==> src/rtl/cca_pkg.sv <==
package cca_pkg;

    // pool geometry
    localparam int NUM_CHUNKS = 256;
    localparam int LANES      = 4;
    localparam int LANE_W     = $clog2(LANES);
    localparam int NUM_GROUPS = (NUM_CHUNKS + LANES - 1) / LANES;
    localparam int GRP_W      = (NUM_GROUPS > 1) ? $clog2(NUM_GROUPS) : 1;
    localparam int IX_W       = GRP_W + LANE_W;
    localparam int MAP_W      = NUM_GROUPS * LANES;
    localparam int LIM_W      = (IX_W + 1 > 10) ? IX_W + 1 : 10;

    // field widths
    localparam int START_W    = 8;
    localparam int CNT_W      = 9;
    localparam int STATUS_W   = 3;
    localparam int IDX_OUT_W  = 8;
    localparam int OFF_W      = 24;
    localparam int CB_W       = 17;

    localparam logic [CB_W-1:0] CB_RESET = CB_W'(64);

    // request kinds
    localparam logic ACT_ALLOC = 1'b0;
    localparam logic ACT_FREE  = 1'b1;

    // result status codes
    localparam logic [STATUS_W-1:0] ST_OK      = 3'd0;
    localparam logic [STATUS_W-1:0] ST_NO_RUN  = 3'd1;
    localparam logic [STATUS_W-1:0] ST_ZERO    = 3'd2;
    localparam logic [STATUS_W-1:0] ST_RANGE   = 3'd3;
    localparam logic [STATUS_W-1:0] ST_ALREADY = 3'd4;

    // what the group unit reports about one group of chunks
    typedef struct packed {
        logic             hit;
        logic [IX_W-1:0]  hit_idx;
        logic [CNT_W-1:0] run;
        logic             taken;
    } grp_res_t;

endpackage

==> src/rtl/cca_group_unit.sv <==
module cca_group_unit (
    input  logic [cca_pkg::LANES-1:0] bits,
    input  logic [cca_pkg::GRP_W-1:0] grp,
    input  logic [cca_pkg::LIM_W-1:0] lo,
    input  logic [cca_pkg::LIM_W-1:0] hi,
    input  logic [cca_pkg::CNT_W-1:0] need,
    input  logic [cca_pkg::CNT_W-1:0] run_in,
    input  logic                      fill_val,
    output cca_pkg::grp_res_t         res,
    output logic [cca_pkg::LANES-1:0] new_bits
);

    always_comb begin
        logic [cca_pkg::IX_W-1:0]  idx;
        logic [cca_pkg::CNT_W-1:0] r;
        logic                      in_rng;
        r            = run_in;
        res.hit      = 1'b0;
        res.hit_idx  = '0;
        res.taken    = 1'b0;
        new_bits     = bits;
        for (int j = 0; j < cca_pkg::LANES; j++) begin
            idx    = {grp, cca_pkg::LANE_W'(j)};
            in_rng = (cca_pkg::LIM_W'(idx) >= lo) && (cca_pkg::LIM_W'(idx) < hi);
            // run length chain, frozen once the run is long enough
            if (!res.hit) begin
                r = bits[j] ? r + 1'b1 : '0;
                if (r == need) begin
                    res.hit     = 1'b1;
                    res.hit_idx = idx;
                end
            end
            if (in_rng && bits[j]) begin
                res.taken = 1'b1;
            end
            if (in_rng) begin
                new_bits[j] = fill_val;
            end
        end
        res.run = r;
    end

endmodule

==> src/rtl/contiguous_chunk_allocator_core.sv <==
// Contiguous chunk allocator: a pool of NUM_CHUNKS equal chunks whose free map (one bit a
// chunk, 1 = free) is walked four chunks a cycle by one shared group unit under a small
// sequencer. The pool is empty after reset; chunks must be freed into it before they can be
// allocated. An allocate request takes the lowest-addressed run of count free chunks and
// returns its index and index times chunk_bytes; a free request releases count chunks from
// start_index after checking range and that none is free already. One request is handled at
// a time and s_tready is low while it runs. Zero counts, oversized allocates and out-of-range
// frees go straight to the output state. An allocate scans up to NUM_GROUPS groups (64 at
// 256 chunks), then marks the run group by group; a free checks, then fills the run, group
// by group. The output state moves the result into the output register, which holds it
// until taken while the next request may already be accepted. chunk_bytes is written
// through cfg_we/cfg_wdata only while the block is idle, which the user, not the block, ensures.
module contiguous_chunk_allocator_core (
    input  logic        aclk,
    input  logic        aresetn,
    // configuration
    input  logic        cfg_we,
    input  logic [16:0] cfg_wdata,      // chunk_bytes
    // request beats
    input  logic        s_tvalid,
    output logic        s_tready,
    input  logic [23:0] s_tdata,        // start_index[7:0], count[16:8], zero pad
    input  logic [0:0]  s_tuser,        // action
    // result beats
    output logic        m_tvalid,
    input  logic        m_tready,
    output logic [31:0] m_tdata,        // run_index[7:0], run_offset[31:8]
    output logic [3:0]  m_tuser         // ok[0], status[3:1]
);

    typedef enum logic [2:0] {
        S_IDLE,
        S_SCAN,
        S_CHECK,
        S_MARK,
        S_FILL,
        S_OUT
    } state_t;

    state_t                           state_reg;
    logic [cca_pkg::MAP_W-1:0]        free_map_reg;
    logic [cca_pkg::CB_W-1:0]         chunk_bytes_reg;
    logic [cca_pkg::GRP_W-1:0]        grp_reg;
    logic [cca_pkg::CNT_W-1:0]        run_reg;
    logic [cca_pkg::CNT_W-1:0]        n_reg;
    logic [cca_pkg::LIM_W-1:0]        lo_reg;
    logic [cca_pkg::LIM_W-1:0]        hi_reg;
    logic [cca_pkg::IX_W-1:0]         first_reg;
    logic                             res_ok_reg;
    logic [cca_pkg::STATUS_W-1:0]     res_status_reg;

    // output register
    logic                             m_tvalid_reg;
    logic                             m_ok_reg;
    logic [cca_pkg::STATUS_W-1:0]     m_status_reg;
    logic [cca_pkg::IDX_OUT_W-1:0]    m_idx_reg;
    logic [cca_pkg::OFF_W-1:0]        m_off_reg;

    // request fields
    logic                             req_action;
    logic [cca_pkg::START_W-1:0]      req_start;
    logic [cca_pkg::CNT_W-1:0]        req_count;
    logic [cca_pkg::LIM_W-1:0]        req_end;

    assign req_action = s_tuser[0];
    assign req_start  = s_tdata[7:0];
    assign req_count  = s_tdata[16:8];
    assign req_end    = cca_pkg::LIM_W'(req_start) + cca_pkg::LIM_W'(req_count);

    // group walked this cycle
    logic [cca_pkg::LANES-1:0]        grp_bits;
    logic [cca_pkg::LANES-1:0]        grp_new_bits;
    cca_pkg::grp_res_t                gres;
    logic                             last_grp;
    logic [cca_pkg::LIM_W-1:0]        first_calc;
    logic [cca_pkg::IX_W+cca_pkg::CB_W-1:0] offset_full;

    assign grp_bits = free_map_reg[{grp_reg, cca_pkg::LANE_W'(0)} +: cca_pkg::LANES];

    // range walk ends once the next group starts at or past the range end
    assign last_grp = (cca_pkg::LIM_W'({grp_reg, cca_pkg::LANE_W'(0)})
                       + cca_pkg::LIM_W'(cca_pkg::LANES)) >= hi_reg;

    // start of the run that ended at the hit chunk
    assign first_calc = cca_pkg::LIM_W'(gres.hit_idx) + 1'b1 - cca_pkg::LIM_W'(n_reg);

    assign offset_full = {{cca_pkg::CB_W{1'b0}}, first_reg}
                       * {{cca_pkg::IX_W{1'b0}}, chunk_bytes_reg};

    cca_group_unit u_group (
        .bits     (grp_bits),
        .grp      (grp_reg),
        .lo       (lo_reg),
        .hi       (hi_reg),
        .need     (n_reg),
        .run_in   (run_reg),
        .fill_val (state_reg == S_FILL),
        .res      (gres),
        .new_bits (grp_new_bits)
    );

    always_ff @(posedge aclk) begin
        if (!aresetn) begin
            state_reg       <= S_IDLE;
            m_tvalid_reg    <= 1'b0;
            free_map_reg    <= '0;
            chunk_bytes_reg <= cca_pkg::CB_RESET;
        end else begin
            if (cfg_we) begin
                chunk_bytes_reg <= cfg_wdata;
            end
            // the output register drops its valid once the result is taken, unless a new one is loaded
            if (m_tvalid_reg && m_tready && state_reg != S_OUT) begin
                m_tvalid_reg <= 1'b0;
            end
            unique case (state_reg)
                S_IDLE: begin
                    if (s_tvalid) begin
                        n_reg      <= req_count;
                        run_reg    <= '0;
                        first_reg  <= '0;
                        res_ok_reg <= 1'b0;
                        if (req_count == '0) begin
                            res_status_reg <= cca_pkg::ST_ZERO;
                            lo_reg         <= '0;
                            hi_reg         <= '0;
                            grp_reg        <= '0;
                            state_reg      <= S_OUT;
                        end else if (req_action == cca_pkg::ACT_ALLOC) begin
                            lo_reg  <= '0;
                            hi_reg  <= '0;
                            grp_reg <= '0;
                            // a run longer than the pool can never fit
                            if (cca_pkg::LIM_W'(req_count)
                                > cca_pkg::LIM_W'(cca_pkg::NUM_CHUNKS)) begin
                                res_status_reg <= cca_pkg::ST_NO_RUN;
                                state_reg      <= S_OUT;
                            end else begin
                                res_status_reg <= cca_pkg::ST_OK;
                                state_reg      <= S_SCAN;
                            end
                        end else begin
                            if (req_end > cca_pkg::LIM_W'(cca_pkg::NUM_CHUNKS)) begin
                                res_status_reg <= cca_pkg::ST_RANGE;
                                lo_reg         <= '0;
                                hi_reg         <= '0;
                                grp_reg        <= '0;
                                state_reg      <= S_OUT;
                            end else begin
                                res_status_reg <= cca_pkg::ST_OK;
                                lo_reg    <= cca_pkg::LIM_W'(req_start);
                                hi_reg    <= req_end;
                                grp_reg   <= cca_pkg::GRP_W'(req_start >> cca_pkg::LANE_W);
                                state_reg <= S_CHECK;
                            end
                        end
                    end
                end
                S_SCAN: begin
                    run_reg <= gres.run;
                    if (gres.hit) begin
                        first_reg <= cca_pkg::IX_W'(first_calc);
                        lo_reg    <= first_calc;
                        hi_reg    <= cca_pkg::LIM_W'(gres.hit_idx) + 1'b1;
                        grp_reg   <= first_calc[cca_pkg::LANE_W +: cca_pkg::GRP_W];
                        state_reg <= S_MARK;
                    end else if (grp_reg == cca_pkg::GRP_W'(cca_pkg::NUM_GROUPS - 1)) begin
                        res_status_reg <= cca_pkg::ST_NO_RUN;
                        state_reg      <= S_OUT;
                    end else begin
                        grp_reg <= grp_reg + 1'b1;
                    end
                end
                S_CHECK: begin
                    if (gres.taken) begin
                        res_status_reg <= cca_pkg::ST_ALREADY;
                        state_reg      <= S_OUT;
                    end else if (last_grp) begin
                        grp_reg   <= lo_reg[cca_pkg::LANE_W +: cca_pkg::GRP_W];
                        state_reg <= S_FILL;
                    end else begin
                        grp_reg <= grp_reg + 1'b1;
                    end
                end
                S_MARK, S_FILL: begin
                    free_map_reg[{grp_reg, cca_pkg::LANE_W'(0)} +: cca_pkg::LANES]
                        <= grp_new_bits;
                    if (last_grp) begin
                        res_ok_reg     <= 1'b1;
                        res_status_reg <= cca_pkg::ST_OK;
                        state_reg      <= S_OUT;
                    end else begin
                        grp_reg <= grp_reg + 1'b1;
                    end
                end
                S_OUT: begin
                    // wait for the output register to drain
                    if (!m_tvalid_reg || m_tready) begin
                        m_tvalid_reg <= 1'b1;
                        m_ok_reg     <= res_ok_reg;
                        m_status_reg <= res_status_reg;
                        m_idx_reg    <= cca_pkg::IDX_OUT_W'(first_reg);
                        m_off_reg    <= cca_pkg::OFF_W'(offset_full);
                        state_reg    <= S_IDLE;
                    end
                end
                default: begin
                    state_reg <= S_IDLE;
                end
            endcase
        end
    end

    assign s_tready = (state_reg == S_IDLE);
    assign m_tvalid = m_tvalid_reg;
    assign m_tdata  = {m_off_reg, m_idx_reg};
    assign m_tuser  = {m_status_reg, m_ok_reg};

`ifndef ASSERT_OFF
    // the free map only changes while a run is being marked or filled
    a_map_stable: assert property (@(posedge aclk) disable iff (!aresetn)
        (state_reg != S_MARK && state_reg != S_FILL) |=> $stable(free_map_reg))
        else $error("free map changed outside a mark or fill pass");

    // the scan leaves as soon as the run reaches the requested length
    a_run_bound: assert property (@(posedge aclk) disable iff (!aresetn)
        (state_reg == S_SCAN) |-> (run_reg < n_reg))
        else $error("run counter reached request length during scan");

    // ok flag agrees with the status code
    a_ok_status: assert property (@(posedge aclk) disable iff (!aresetn)
        m_tvalid_reg |-> (m_ok_reg == (m_status_reg == cca_pkg::ST_OK)))
        else $error("ok flag and status disagree");

    // failed requests report a zero run index and offset
    a_fail_zero: assert property (@(posedge aclk) disable iff (!aresetn)
        (m_tvalid_reg && !m_ok_reg) |-> (m_idx_reg == '0 && m_off_reg == '0))
        else $error("failed request carries a nonzero run");
`endif

endmodule
==> config.mk <==
export PLATFORM = sky130hd
export DESIGN_NAME = contiguous_chunk_allocator_core
export DESIGN_NICKNAME = d
export VERILOG_FILES = /design/src/rtl/cca_pkg.sv /design/src/rtl/cca_group_unit.sv /design/src/rtl/contiguous_chunk_allocator_core.sv
export SDC_FILE = /design/constraint.sdc
export NUM_CORES = 1
export LEC_CHECK = 0
export BUFFER_PORTS_ARGS = -buffer_cell sky130_fd_sc_hd__buf_2
export CORE_ASPECT_RATIO = 1.5
export CORE_MARGIN = 2
export CORE_UTILIZATION = 40
export CTS_BUF_LIST = sky130_fd_sc_hd__clkbuf_8 sky130_fd_sc_hd__clkbuf_16
export CTS_CLUSTER_DIAMETER = 30
export CTS_CLUSTER_SIZE = 12
export DETAILED_ROUTE_END_ITERATION = 10
export PLACE_DENSITY = 0.62
export SKIP_CTS_REPAIR_TIMING = 1
export SKIP_LAST_GASP = 1
export SYNTH_ARGS = -nofsm -noshare
export SYNTH_HDL_FRONTEND = slang
export SYNTH_SLANG_ARGS = --single-unit
==> constraint.sdc <==
create_clock -name aclk -period 22.9 [get_ports aclk]
set_input_delay 1.145 -clock aclk [delete_from_list [all_inputs] [get_ports aclk]]
set_output_delay 1.145 -clock aclk [all_outputs]
set_load 0.05 [all_outputs]
==> results.sh, run 1 <==
export IMPL_syn_mean_instance_area_um2=9.49
export IMPL_drt_initial_drc_count=1600
export IMPL_cp_max_fo=56
export IMPL_cts_clk_slew_worst_paths_ns=0.05
export IMPL_dp_hpwl_um=52900
export IMPL_nFillCells=5825
export IMPL_vias_per_cell=5.82
export IMPL_drive_gt1_frac=0.124
export IMPL_final_core_util=0.460
export IMPL_routed_wl_um=75800
export IMPL_grt_pass1_wl_um=119000
export IMPL_status="completed"
export IMPL_clockBufferDepth=3
export IMPL_syn_nets=2863
export IMPL_ys_types=103
export IMPL_postRouteAntennaNets=0
export IMPL_multiInputGateArea_mm2=0.0156
export IMPL_leakagePower_nw=12.3
export IMPL_synth_seq_cells=369
export IMPL_r2r_cells=44
export IMPL_worstMarginPinSlew_ns=1.21
export IMPL_max_freq_ghz=0.0812
export IMPL_final_setup_tns_ns=0
export IMPL_synth_area_leader_cell="dfxtp_1"
export IMPL_start_kind="flip-flop"
export IMPL_fin_crit_sh=0.538
export IMPL_setup_violations=0
export IMPL_report_final_slew_viol_count=0
export IMPL_fp_dieW_um=208
export IMPL_ys_top_cells_by_area="dfxtp_1 (22%), edfxtp_1 (11%), mux2i_1 (7.5%)"
export IMPL_critPathSlowestCell="edfxtp_1"
export IMPL_gp_congestion=0.925
export IMPL_path_class="reg -> reg"
export IMPL_io_pins=85
export IMPL_tritoncts="done"
export IMPL_setup_ws_ns=10.58
export IMPL_hold_class="reg -> reg"
export IMPL_num_rows=112
export IMPL_cp_slowest_stage_delay_ns=0.86
export IMPL_ys_seq_area_frac=0.332
export IMPL_remaining_drc_errors=0
export IMPL_place_ws_ns=10.78
export IMPL_syn_area_mm2=0.0250
export IMPL_wl_per_cell_um=21.5
export IMPL_maxSlewHeadroom=0.193
export IMPL_finalPower_w=0.00332
export IMPL_port_buffers=77
export IMPL_stdcell_area_mm2=0.0286
export IMPL_cts_buffers_inserted=68
export IMPL_ff2ff_setup_slack_ns=10.58
export IMPL_htree_levels=3
export IMPL_period_needed_ns=12.32
export IMPL_largest_reg_flops=256
export IMPL_seqCellArea_mm2=0.00831
export IMPL_yosysWarnings=0
export IMPL_grt_max_degree=158
export IMPL_final_hold_violation_count=0
export IMPL_synth_common_cells="nand2_1 (320), dfxtp_1 (277), mux2i_1 (188)"
export IMPL_synth_most_common_cell="nand2_1"
export IMPL_irDropWorstVdd_uv=96.1
export IMPL_synth_ff_type="dfxtp_1"
export IMPL_rsz0062_at_grt="no"
export IMPL_diodes=0
export IMPL_die_y_um=310
export IMPL_start_util=0.403
export IMPL_crit_arrival_ns=12.80
export IMPL_drv_cap=0
export IMPL_clk_latency_ns=0.61
export IMPL_yosysTopAreaCellShare=0.222
export IMPL_grt_usage=0.235
export IMPL_worstHoldPathCells=0
export IMPL_gr_total_overflow=0
export IMPL_die_area_mm2=0.0646
export IMPL_cp_end_kind="flip-flop"
export IMPL_area_growth_pct=14.1
export IMPL_required_ns=23.38
export IMPL_dr_pass1_iters=6
export IMPL_routed_via_count=20500
export IMPL_cellPowerDensity_mw_per_mm2=116
export IMPL_nNetsFinal=2890
export IMPL_cts_root_buf="clkbuf_16"
export IMPL_antenna_found_initial=0
export IMPL_synth_edf_count=92
export IMPL_grt_pass1_vias=21200
export IMPL_syn_inst=2637
export IMPL_skew_ns=0.0266
export IMPL_cts_sinks=369
export IMPL_core_area_mm2=0.0621
export IMPL_async_flop_share=0
export IMPL_dpl_cell_area_mm2=0.0261
-- final cells by class --
type                       count  share of cell area
clock buffer                  75              0.0634
clock inverter                51              0.0244
inverter                     142              0.0187
multi-input combinational   1976               0.546
sequential                   369               0.291
tap                          798              0.0350
timing repair buffer         107              0.0216
-- critical path: cells and delay by family, from the launching register on --
kind | cells | cell delay [ns]
AOI/OAI and AO/OA | 17 | 4.22
xor gates and xnor gates | 2 | 0.31
adders and majority gates | 4 | 1.16
buffers and inverters | 4 | 1.76
DFF | 1 | 0.86
muxes | 4 | 1.24
and+or+nand+nor | 13 | 2.53
-- placed cells by master (no fill, tap or decap), drive strengths merged, types with 29 or more instances in the layout --
cell / instances
o211a: 126
buf: 107
nor3: 59
nor2: 166
a21o: 29
and2: 89
nand3: 53
nor2b: 161
a21oi: 90
dfxtp: 277
ha: 88
clkbuf: 75
mux4: 51
o21ai: 78
mux2i: 189
inv: 160
edfxtp: 92
fa: 91
nand2: 321
xnor2: 62
-- logic make-up (layout without fill, tap and decap cells) --
family | after synthesis | count (layout) | synth area share
simple gates | 968 | 968 | 0.194
mux | 250 | 250 | 0.126
xor+xnor | 82 | 82 | 0.0304
flops | 369 | 369 | 0.332
fa+ha+maj | 179 | 179 | 0.117
other cells | 1 | 1 | 0.000150
buf+inv | 292 | 375 | 0.0483
compound gates | 496 | 496 | 0.152
-- where the power goes --
group	internal, W	switching [W]
logic	0.000467	0.000955
registers	0.000748	0.0000725
clock network	0.000699	0.000381
total	0.00191	0.00141
-- routing by layer --
layer	track usage	part of all wire	up-vias
li1	-	-	9441
met1	0.261	0.38	10100
met2	0.432	0.51	741
met3	0.0315	0.052	221
met4	0.136	0.055	0
met5	0	0	-
-- final timing paths --
kind	start	to
max	grp_reg[0]	grp_reg[5]
min	res_status_reg[0]	m_status_reg[0]
max reg2reg	grp_reg[0]	grp_reg[5]
min reg2reg	res_status_reg[0]	m_status_reg[0]
-- stage by stage --
stage	hold WS, ns	std cells
floorplan	0.400	2637
global placement	0.403	3392
detailed placement	0.418	3392
CTS	0.431	3518
global route	0.447	3518
finish	0.431	3518
Note: power is estimated with default switching activity, not from simulation.
==> inputs of run 2 (changes only) <==
clock period = 12.74 ns   (was 22.9 ns; I/O delays follow)
==> results.sh, run 2 (same netlist as run 1, synthesis figures left out) <==
export IMPL_status="completed"
export IMPL_remaining_drc_errors=0
export IMPL_path_class="reg -> reg"
export IMPL_num_rows=112
export IMPL_fin_crit_sh=0.892
export IMPL_period_needed_ns=11.37
export IMPL_routed_wl_um=75700
export IMPL_antenna_found_initial=0
export IMPL_clockBufferDepth=3
export IMPL_tritoncts="done"
export IMPL_skew_ns=0.0354
export IMPL_grt_max_degree=129
export IMPL_max_freq_ghz=0.0880
export IMPL_area_growth_pct=14.8
export IMPL_clk_latency_ns=0.63
export IMPL_dr_pass1_iters=5
export IMPL_nFillCells=5783
export IMPL_cp_slowest_stage_delay_ns=1.02
export IMPL_irDropWorstVdd_uv=163
export IMPL_cts_buffers_inserted=74
export IMPL_start_util=0.403
export IMPL_maxSlewHeadroom=0.133
export IMPL_die_area_mm2=0.0646
export IMPL_htree_levels=3
export IMPL_drv_cap=0
export IMPL_postRouteAntennaNets=0
export IMPL_grt_pass1_vias=21100
export IMPL_cts_sinks=369
export IMPL_largest_reg_flops=256
export IMPL_final_cell_mix="nand2_1 (320), dfxtp_1 (277), mux2i_1 (188)"
export IMPL_grt_pass1_wl_um=118000
export IMPL_nNetsFinal=2900
export IMPL_worstMarginPinSlew_ns=1.29
export IMPL_diodes=0
export IMPL_worstHoldPathCells=1
export IMPL_start_kind="flip-flop"
export IMPL_leakagePower_nw=12.4
export IMPL_core_area_mm2=0.0621
export IMPL_rsz0062_at_grt="no"
export IMPL_drt_initial_drc_count=1638
export IMPL_cts_clk_slew_worst_paths_ns=0.05
export IMPL_setup_ws_ns=1.37
export IMPL_finalPower_w=0.00605
export IMPL_use_met3=0.0372
export IMPL_final_setup_tns_ns=0
export IMPL_dp_hpwl_um=53400
export IMPL_routed_via_count=20600
export IMPL_report_final_slew_viol_count=0
export IMPL_critPathSlowestCell="edfxtp_1"
export IMPL_gr_total_overflow=0
export IMPL_r2r_cells=40
export IMPL_grt_usage=0.234
export IMPL_final_core_util=0.463
export IMPL_hold_class="in -> reg"
export IMPL_place_ws_ns=1.63
export IMPL_gp_congestion=0.915
export IMPL_drive_gt1_frac=0.131
export IMPL_vias_per_cell=5.83
export IMPL_final_hold_violation_count=0
export IMPL_io_pins=85
export IMPL_grt_util_met2=0.417
export IMPL_required_ns=13.09
export IMPL_layout_commonest_cell="nand2_1"
export IMPL_grt_busiest_layer="met2"
export IMPL_crit_arrival_ns=11.72
export IMPL_cts_root_buf="clkbuf_16"
export IMPL_grtUsageMet1=0.262
export IMPL_dpl_cell_area_mm2=0.0261
export IMPL_die_y_um=310
export IMPL_stdcell_area_mm2=0.0287
export IMPL_port_buffers=77
export IMPL_cp_end_kind="flip-flop"
export IMPL_wl_per_cell_um=21.4
export IMPL_setup_violations=0
export IMPL_cellPowerDensity_mw_per_mm2=211
export IMPL_fp_dieW_um=208
export IMPL_cp_max_fo=21
run 2: cell types whose count changed in the layout (fill, tap and decap cells not counted), sizes merged:
cell,previous run,this run
clkbuf,75,81
clkinv,16,22
buf,107,111
bufinv,10,6
inv,160,164
run 2: final timing paths:
kind                     start               to  slack [ns]
max                 grp_reg[2]       grp_reg[5]        1.37
min                s_tdata[14]         n_reg[6]        0.23
max reg2reg         grp_reg[2]       grp_reg[5]        1.37
min reg2reg  res_status_reg[1]  m_status_reg[1]        0.42
run 2: routing by layer:
metal  vias up  routed length (um)
li1       9489                   -
met1     10200               29100
met2       724               37900
met3       228                4190
met4         0                4510
met5         -                   0
run 2: area by class of cell:
cell class	instances	area (um2)	share of cell area
timing repair buffer	111	672	0.0234
inverter	142	533	0.0186
multi-input combinational	1976	15600	0.543
tap	798	998	0.0348
clock inverter	57	646	0.0225
sequential	369	8310	0.289
clock buffer	81	1970	0.0686
run 2: report_power, final:
part	internal [W]	total (W)	switching, W
Sequential	0.00134	0.00151	0.000166
Clock	0.00127	0.00201	0.000738
Combinational	0.000855	0.00253	0.00167
Total	0.00347	0.00605	0.00258
run 2: critical path: cells and delay by family (launching register included):
kind                       cells  cell delay, ns
AOI/OAI and AO/OA             16            3.70
xor gates and xnor gates       3            0.66
adders and majority gates      4            1.19
buffers and inverters          1            0.11
DFF                            1            1.02
muxes                          2            1.07
and+or+nand+nor               14            3.31
run 2: through the flow:
step	std cells	hold WS [ns]
2_1_floorplan	2637	0.400
3_3_place_gp	3396	0.404
3_5_place_dp	3396	0.411
4_1_cts	3534	0.202
5_1_grt	3534	0.215
6_report	3534	0.232
==> inputs of run 3 (changes only) <==
CELL_PAD_IN_SITES_DETAIL_PLACEMENT = 0   (was default)
CELL_PAD_IN_SITES_GLOBAL_PLACEMENT = 1   (was default)
PLACE_DENSITY = 0.74   (was 0.62)
==> results.sh, run 3 (same netlist as run 1, synthesis figures left out) <==
export IMPL_cp_end_kind="flip-flop"
export IMPL_leakagePower_nw=12.4
export IMPL_p_clk_frac=0.335
export IMPL_postRouteAntennaNets=0
export IMPL_final_cell_mix="nand2_1 (320), dfxtp_1 (277), mux2i_1 (188)"
export IMPL_nFillCells=5827
export IMPL_clk_latency_ns=0.64
export IMPL_skew_ns=0.0468
export IMPL_pwr_share_seq=0.246
export IMPL_start_util=0.403
export IMPL_multiInputGateArea_mm2=0.0156
export IMPL_critPathSlowestCell="edfxtp_1"
export IMPL_stdcell_area_mm2=0.0287
export IMPL_fin_crit_sh=0.875
export IMPL_hold_class="in -> reg"
export IMPL_grt_pass1_wl_um=119000
export IMPL_switching_share=0.426
export IMPL_largest_reg_flops=256
export IMPL_drive_gt1_frac=0.128
export IMPL_routed_wl_um=76700
export IMPL_cts_clk_slew_worst_paths_ns=0.05
export IMPL_die_area_mm2=0.0646
export IMPL_area_growth_pct=14.8
export IMPL_start_kind="flip-flop"
export IMPL_p_sw_w=0.00256
export IMPL_layout_commonest_cell="nand2_1"
export IMPL_fp_dieW_um=208
export IMPL_drt_initial_drc_count=1605
export IMPL_period_needed_ns=11.15
export IMPL_setup_violations=0
export IMPL_required_ns=13.14
export IMPL_wl_per_cell_um=21.7
export IMPL_gp_congestion=0.916
export IMPL_rsz0062_at_grt="no"
export IMPL_core_area_mm2=0.0621
export IMPL_nNetsFinal=2899
export IMPL_gr_total_overflow=0
export IMPL_antenna_found_initial=0
export IMPL_clockBufferDepth=3
export IMPL_p_int_w=0.00345
export IMPL_cts_sinks=369
export IMPL_vias_per_cell=5.75
export IMPL_irDropWorstVdd_uv=115
export IMPL_report_final_slew_viol_count=0
export IMPL_maxSlewHeadroom=0.187
export IMPL_io_pins=85
export IMPL_path_class="reg -> reg"
export IMPL_cp_max_fo=52
export IMPL_dp_hpwl_um=54400
export IMPL_grt_max_degree=131
export IMPL_remaining_drc_errors=0
export IMPL_dpl_cell_area_mm2=0.0261
export IMPL_num_rows=112
export IMPL_final_setup_tns_ns=0
export IMPL_die_y_um=310
export IMPL_crit_arrival_ns=11.54
export IMPL_final_hold_violation_count=0
export IMPL_grt_pass1_vias=20900
export IMPL_cellPowerDensity_mw_per_mm2=209
export IMPL_comb_power_share=0.419
export IMPL_status="completed"
export IMPL_diodes=0
export IMPL_port_buffers=77
export IMPL_tritoncts="done"
export IMPL_routed_via_count=20300
export IMPL_worstMarginPinSlew_ns=1.22
export IMPL_max_freq_ghz=0.0897
export IMPL_drv_cap=0
export IMPL_cts_buffers_inserted=76
export IMPL_dr_pass1_iters=5
export IMPL_grt_usage=0.238
export IMPL_cp_slowest_stage_delay_ns=0.80
export IMPL_cts_root_buf="clkbuf_16"
export IMPL_htree_levels=3
export IMPL_seqCellArea_mm2=0.00831
==> run 3: cell type report <==
type	count	area share
inverter	142	0.0186
timing repair buffer	108	0.0222
sequential	369	0.289
clock inverter	59	0.0230
multi-input combinational	1976	0.543
tap	798	0.0348
clock buffer	82	0.0695
==> run 3: critical path: cells and delay by family, from the launching register on <==
family / cells / cell delay [ns]
AOI/OAI and AO/OA: 19 / 4.09
and+or+nand+nor: 13 / 2.34
DFF: 1 / 0.80
buffers and inverters: 3 / 0.89
xor gates and xnor gates: 2 / 0.34
muxes: 3 / 1.20
adders and majority gates: 4 / 1.21
==> run 3: per-layer routing <==
metal  routed length, um  track usage
met2               39300        0.438
met5                   0            0
met4                3870        0.127
met3                3720       0.0323
met1               29800        0.268
==> run 3: path summary, 6_finish.rpt <==
kind / cells past startpoint / startpoint / to / slack (ns)
max: 44 / grp_reg[0] / grp_reg[5] / 1.59
max reg2reg: 44 / grp_reg[0] / grp_reg[5] / 1.59
min reg2reg: 0 / res_status_reg[2] / m_status_reg[2] / 0.41
min: 1 / s_tdata[14] / n_reg[6] / 0.22
==> run 3: through the flow <==
| step | cells | setup slack, ns | utilization | total power [W] | hold slack (ns) |
|---|---|---|---|---|---|
| detailed placement | 3393 | 1.71 | 0.420 | 0.00400 | 0.407 |
| floorplan | 2637 | 3.79 | - | 0.00325 | 0.400 |
| global placement | 3393 | 1.78 | 0.420 | 0.00397 | 0.402 |
| finish | 3534 | 1.59 | 0.463 | 0.00601 | 0.218 |
| CTS | 3534 | 1.69 | 0.463 | 0.00604 | 0.184 |
| global route | 3534 | 0.774 | 0.463 | 0.00635 | 0.193 |
==> run 3: power groups by stage <==
stage / combinational, W / sequential [W] / clock [W]
final: 0.00252 / 0.00148 / 0.00201
after global routing: 0.00275 / 0.00149 / 0.00210
after CTS: 0.00252 / 0.00148 / 0.00205
after detailed placement: 0.00250 / 0.00150 / 0
after global placement: 0.00247 / 0.00150 / 0
after floorplan: 0.00180 / 0.00145 / 0
